$ cat src/design/lfulru_pkg.sv
// shared types and constants for the lfu/lru replacement core
// no dependencies; used by the interfaces, controller, datapath and top level
package lfulru_pkg;

  // fixed field widths of the request and result channels
  localparam int ACTION_W = 2;
  localparam int SET_W    = 6;
  localparam int WAY_W    = 3;
  localparam int VCOUNT_W = 16;

  // default geometry
  localparam int SETS_DEF       = 64;
  localparam int WAYS_DEF       = 8;
  localparam int COUNT_BITS_DEF = 16;
  localparam int STAMP_BITS_DEF = 32;

  // request action codes
  typedef enum logic [ACTION_W-1:0] {
    ACT_INVALIDATE = 2'd0,
    ACT_TOUCH      = 2'd1,
    ACT_INSERT     = 2'd2,
    ACT_VICTIM     = 2'd3
  } lfulru_act_t;

  // controller states
  typedef enum logic [2:0] {
    ST_CLEAR,
    ST_IDLE,
    ST_UPDATE,
    ST_SCAN,
    ST_RESULT
  } lfulru_state_t;

  // controller to datapath commands
  typedef struct packed {
    logic clr_we;
    logic in_ready;
    logic accept;
    logic upd_we;
    logic scan_step;
    logic out_load;
  } lfulru_cmd_t;

  // datapath to controller status
  typedef struct packed {
    logic in_valid;
    logic in_victim;
    logic clr_last;
    logic scan_last;
    logic out_free;
  } lfulru_stat_t;

endpackage

$ cat src/design/lfulru_ctrl.sv
// controller state machine of the lfu/lru replacement core
// depends on lfulru_pkg; drives the datapath through lfulru_cmd_t
module lfulru_ctrl (
  input  logic                       clk,
  input  logic                       rst_n,
  input  lfulru_pkg::lfulru_stat_t   stat,
  output lfulru_pkg::lfulru_cmd_t    cmd
);
  import lfulru_pkg::*;

  lfulru_state_t state_r;
  lfulru_state_t state_nxt;

  // state register, clearing pass first after reset
  always_ff @(posedge clk) begin
    if (!rst_n) begin
      state_r <= ST_CLEAR;
    end else begin
      state_r <= state_nxt;
    end
  end

  // next state
  always_comb begin
    state_nxt = state_r;
    unique case (state_r)
      ST_CLEAR: begin
        if (stat.clr_last) state_nxt = ST_IDLE;
      end
      ST_IDLE: begin
        if (stat.in_valid) begin
          state_nxt = stat.in_victim ? ST_SCAN : ST_UPDATE;
        end
      end
      ST_UPDATE: begin
        state_nxt = ST_IDLE;
      end
      ST_SCAN: begin
        if (stat.scan_last) state_nxt = ST_RESULT;
      end
      ST_RESULT: begin
        if (stat.out_free) state_nxt = ST_IDLE;
      end
      default: begin
        state_nxt = ST_CLEAR;
      end
    endcase
  end

  // command outputs
  always_comb begin
    cmd = '0;
    unique case (state_r)
      ST_CLEAR: begin
        cmd.clr_we = 1'b1;
      end
      ST_IDLE: begin
        cmd.in_ready = 1'b1;
        cmd.accept   = stat.in_valid;
      end
      ST_UPDATE: begin
        cmd.upd_we = 1'b1;
      end
      ST_SCAN: begin
        cmd.scan_step = 1'b1;
      end
      ST_RESULT: begin
        cmd.out_load = stat.out_free;
      end
      default: begin
        cmd = '0;
      end
    endcase
  end

endmodule

$ cat config.mk
export PLATFORM = sky130hd
export DESIGN_NAME = lfulru_ctrl
export DESIGN_NICKNAME = d
export VERILOG_FILES = /design/src/design/lfulru_pkg.sv /design/src/design/lfulru_ctrl.sv
export SDC_FILE = /design/constraint.sdc
export NUM_CORES = 1
export LEC_CHECK = 0
export CAP_MARGIN = 20
export CORE_AREA = 2 2 39 41
export CTS_CLUSTER_DIAMETER = 40
export CTS_CLUSTER_SIZE = 25
export DETAILED_ROUTE_END_ITERATION = 7
export DIE_AREA = 0 0 41 43
export DONT_BUFFER_PORTS = 1
export GPL_TIMING_DRIVEN = 0
export PLACE_DENSITY_LB_ADDON = 0.1
export SLEW_MARGIN = 20
export SYNTH_ARGS = -nofsm -noshare
export SYNTH_HDL_FRONTEND = slang
export SYNTH_SLANG_ARGS = --single-unit
$ cat constraint.sdc
create_clock -name clk -period 1.73 [get_ports clk]
set_clock_uncertainty 0.2 [all_clocks]
set_input_delay 0.4325 -clock clk [delete_from_list [all_inputs] [get_ports clk]]
set_output_delay 0.4325 -clock clk [all_outputs]
set_load 0.005 [all_outputs]
==> results.sh <==
export IMPL_ys_seq_area_share_pct=24.9
export IMPL_cts_tree="done"
export IMPL_firstDrtPassIters=2
export IMPL_yosys_area_share_simple_pct=41.5
export IMPL_reg_top3="state_r (3)"
export IMPL_grt_pass1_wl_um=793
export IMPL_cts_root_buf="clkbuf_4"
export IMPL_clk_latency_ns=0.23
export IMPL_final_nets=40
export IMPL_worstSetupStartpointType="flip-flop"
export IMPL_synth_cell_types=17
export IMPL_synthMuxAreaShare_pct=8.29
export IMPL_worstPathArrival_ns=1.03
export IMPL_numPortBuffers=0
export IMPL_worst_pin_slew_ns=0.351
export IMPL_fin_crit_ns=1.66
export IMPL_grt_setup_unrepaired="no"
export IMPL_layout_drive_gt1_share_pct=31.3
export IMPL_regMostFlops="state_r"
export IMPL_synth_avg_cell_area_um2=8.62
export IMPL_antenna_left=0
export IMPL_ctsHoldBuffers=0
export IMPL_setup_viol=0
export IMPL_ctsResizeCount=1
export IMPL_cp_max_fo=10
export IMPL_mappedNetlistNets=35
export IMPL_drc_errors=0
export IMPL_core_area_um2=1380
export IMPL_cts_max_level=1
export IMPL_cts_setup_buffers=0
export IMPL_fin_util_pct=21.3
export IMPL_initial_core_util_pct=17.5
export IMPL_cts_sink_count=3
export IMPL_power_density_nw_per_um2=934
export IMPL_synth_top_family_by_area="simple AND/OR/NAND/NOR gates"
export IMPL_grt_pass1_vias=177
export IMPL_path_class="reg2out"
export IMPL_total_leakage_power_uw=0.000113
export IMPL_fin_tns_setup_ns=0
export IMPL_cts_max_path_buffers=2
export IMPL_hold_path_class="in2reg"
export IMPL_outcome="complete, no violations"
export IMPL_min_period_over_period_pct=96.0
export IMPL_cts_inserted_buffers=3
export IMPL_crit_required_ns=1.10
export IMPL_post_drt_wl_per_cell_um=12.8
export IMPL_initialDrtViolationCount=2
export IMPL_synth_cell_area_um2=241
export IMPL_max_freq_mhz=602
export IMPL_place_gp_congestion=0.611
export IMPL_slew_headroom_pct=76.5
export IMPL_die_area_um2=1760
export IMPL_ys_warnings_count=0
export IMPL_dpl_worst_slack_ns=0.247
export IMPL_maxSlewViolCount=0
export IMPL_worst_setup_hold_path_clk_slew_ns=0.04
export IMPL_synth_compound_area_share_pct=14.5
export IMPL_grt_overflow=0
export IMPL_rows=14
export IMPL_via_count=213
export IMPL_die_w_um=41
export IMPL_ir_drop_v=0.000227
export IMPL_grt_max_degree=11
export IMPL_die_h_um=43
export IMPL_wirelength_um=614
export IMPL_placed_area_um2=262
export IMPL_total_power_uw=276
export IMPL_largest_register_ffs=3
export IMPL_synthCells=28
export IMPL_ys_ff_latch=3
export IMPL_endpoint_kind="output port"
export IMPL_final_area_um2=295
export IMPL_antenna_found_initial=0
export IMPL_postLayoutSetupSlackWorst_ns=0.0686
export IMPL_via_per_inst=4.44
export IMPL_synth_adder_area_share_pct=0
export IMPL_grt_usage_pct=7.92
export IMPL_num_antenna_cells=0
export IMPL_drv_cap=0
export IMPL_finalHoldViolations=0
export IMPL_syn2layout_area_growth_pct=22.3
export IMPL_synth_xor_area_share_pct=0
export IMPL_ios=13
==> placed cells by master (no fill, tap or decap) <==
master	instances
a211oi_2	1
buf_6	1
clkbuf_1	1
o21ai_0	2
nor2_4	1
and2_1	2
nand2_1	3
mux2i_1	2
clkbuf_4	3
dfxtp_1	3
and3_1	1
and4bb_2	1
buf_4	2
a21oi_1	1
nor3_1	3
and3b_1	1
o21a_1	1
nor3b_1	2
nor4b_2	1
==> cell families after synthesis <==
family	count (synthesis)
buffers and inverters	3
DFF	3
and+or+nand+nor	15
muxes	2
AOI/OAI and AO/OA	5
==> per-layer routing <==
layer	track usage, %	up-vias	wire, µm	part of all wire [%]
met1	7.03	97	236	38
met5	0	-	0	0
met2	10.3	9	316	51
met4	8.00	0	0	0
li1	-	107	-	-
met3	6.28	0	61	9.9
==> stage by stage <==
stage / std cells / hold slack [ns]
detailed placement: 44 / 0.365
finish: 48 / 0.135
floorplan: 28 / 0.317
CTS: 48 / 0.128
global route: 48 / 0.122
global placement: 44 / 0.360
==> critical path, cell delays in order, from the launching register on <==
cell	delay (ns)
dfxtp_1	0.34
buf_4	0.18
nor3b_1	0.27
==> area by class of cell <==
type / instances / area [µm²]
fill: 155 / 1090
multi-input combinational: 22 / 163
sequential: 3 / 60.1
clock buffer: 4 / 26.3
buffer: 3 / 26.3
tap: 16 / 20.0
==> synth_stat cells <==
cell | n | area [µm²]
and3_1 | 1 | 6.26
a211oi_2 | 1 | 12.5
nor3b_1 | 2 | 15.0
mux2i_1 | 2 | 20.0
nand2_1 | 3 | 11.3
nor4b_2 | 1 | 15.0
o21ai_0 | 2 | 10.0
a21oi_1 | 1 | 5.00
and4bb_2 | 1 | 12.5
o21a_1 | 1 | 7.51
dfxtp_1 | 3 | 60.1
and3b_1 | 1 | 8.76
nor3_1 | 3 | 15.0
nor2_1 | 1 | 3.75
buf_6 | 1 | 11.3
and2_1 | 2 | 12.5
buf_4 | 2 | 15.0
==> power breakdown <==
part | internal [µW] | switching, µW | leakage (µW)
combinational | 34.1 | 34.2 | 0.0000738
sequential | 76.3 | 5.76 | 0.0000246
clock | 86.6 | 38.9 | 0.0000150
==> worst paths after layout <==
path	start	to	slack [ns]	cells after the start
min reg2reg	state_r[2]	state_r[1]	0.39	2
min	rst_n	state_r[2]	0.13	1
max	state_r[1]	cmd[2]	0.07	2
max reg2reg	state_r[1]	state_r[0]	0.37	4
No activity file was read; power rests on OpenSTA's default activity.
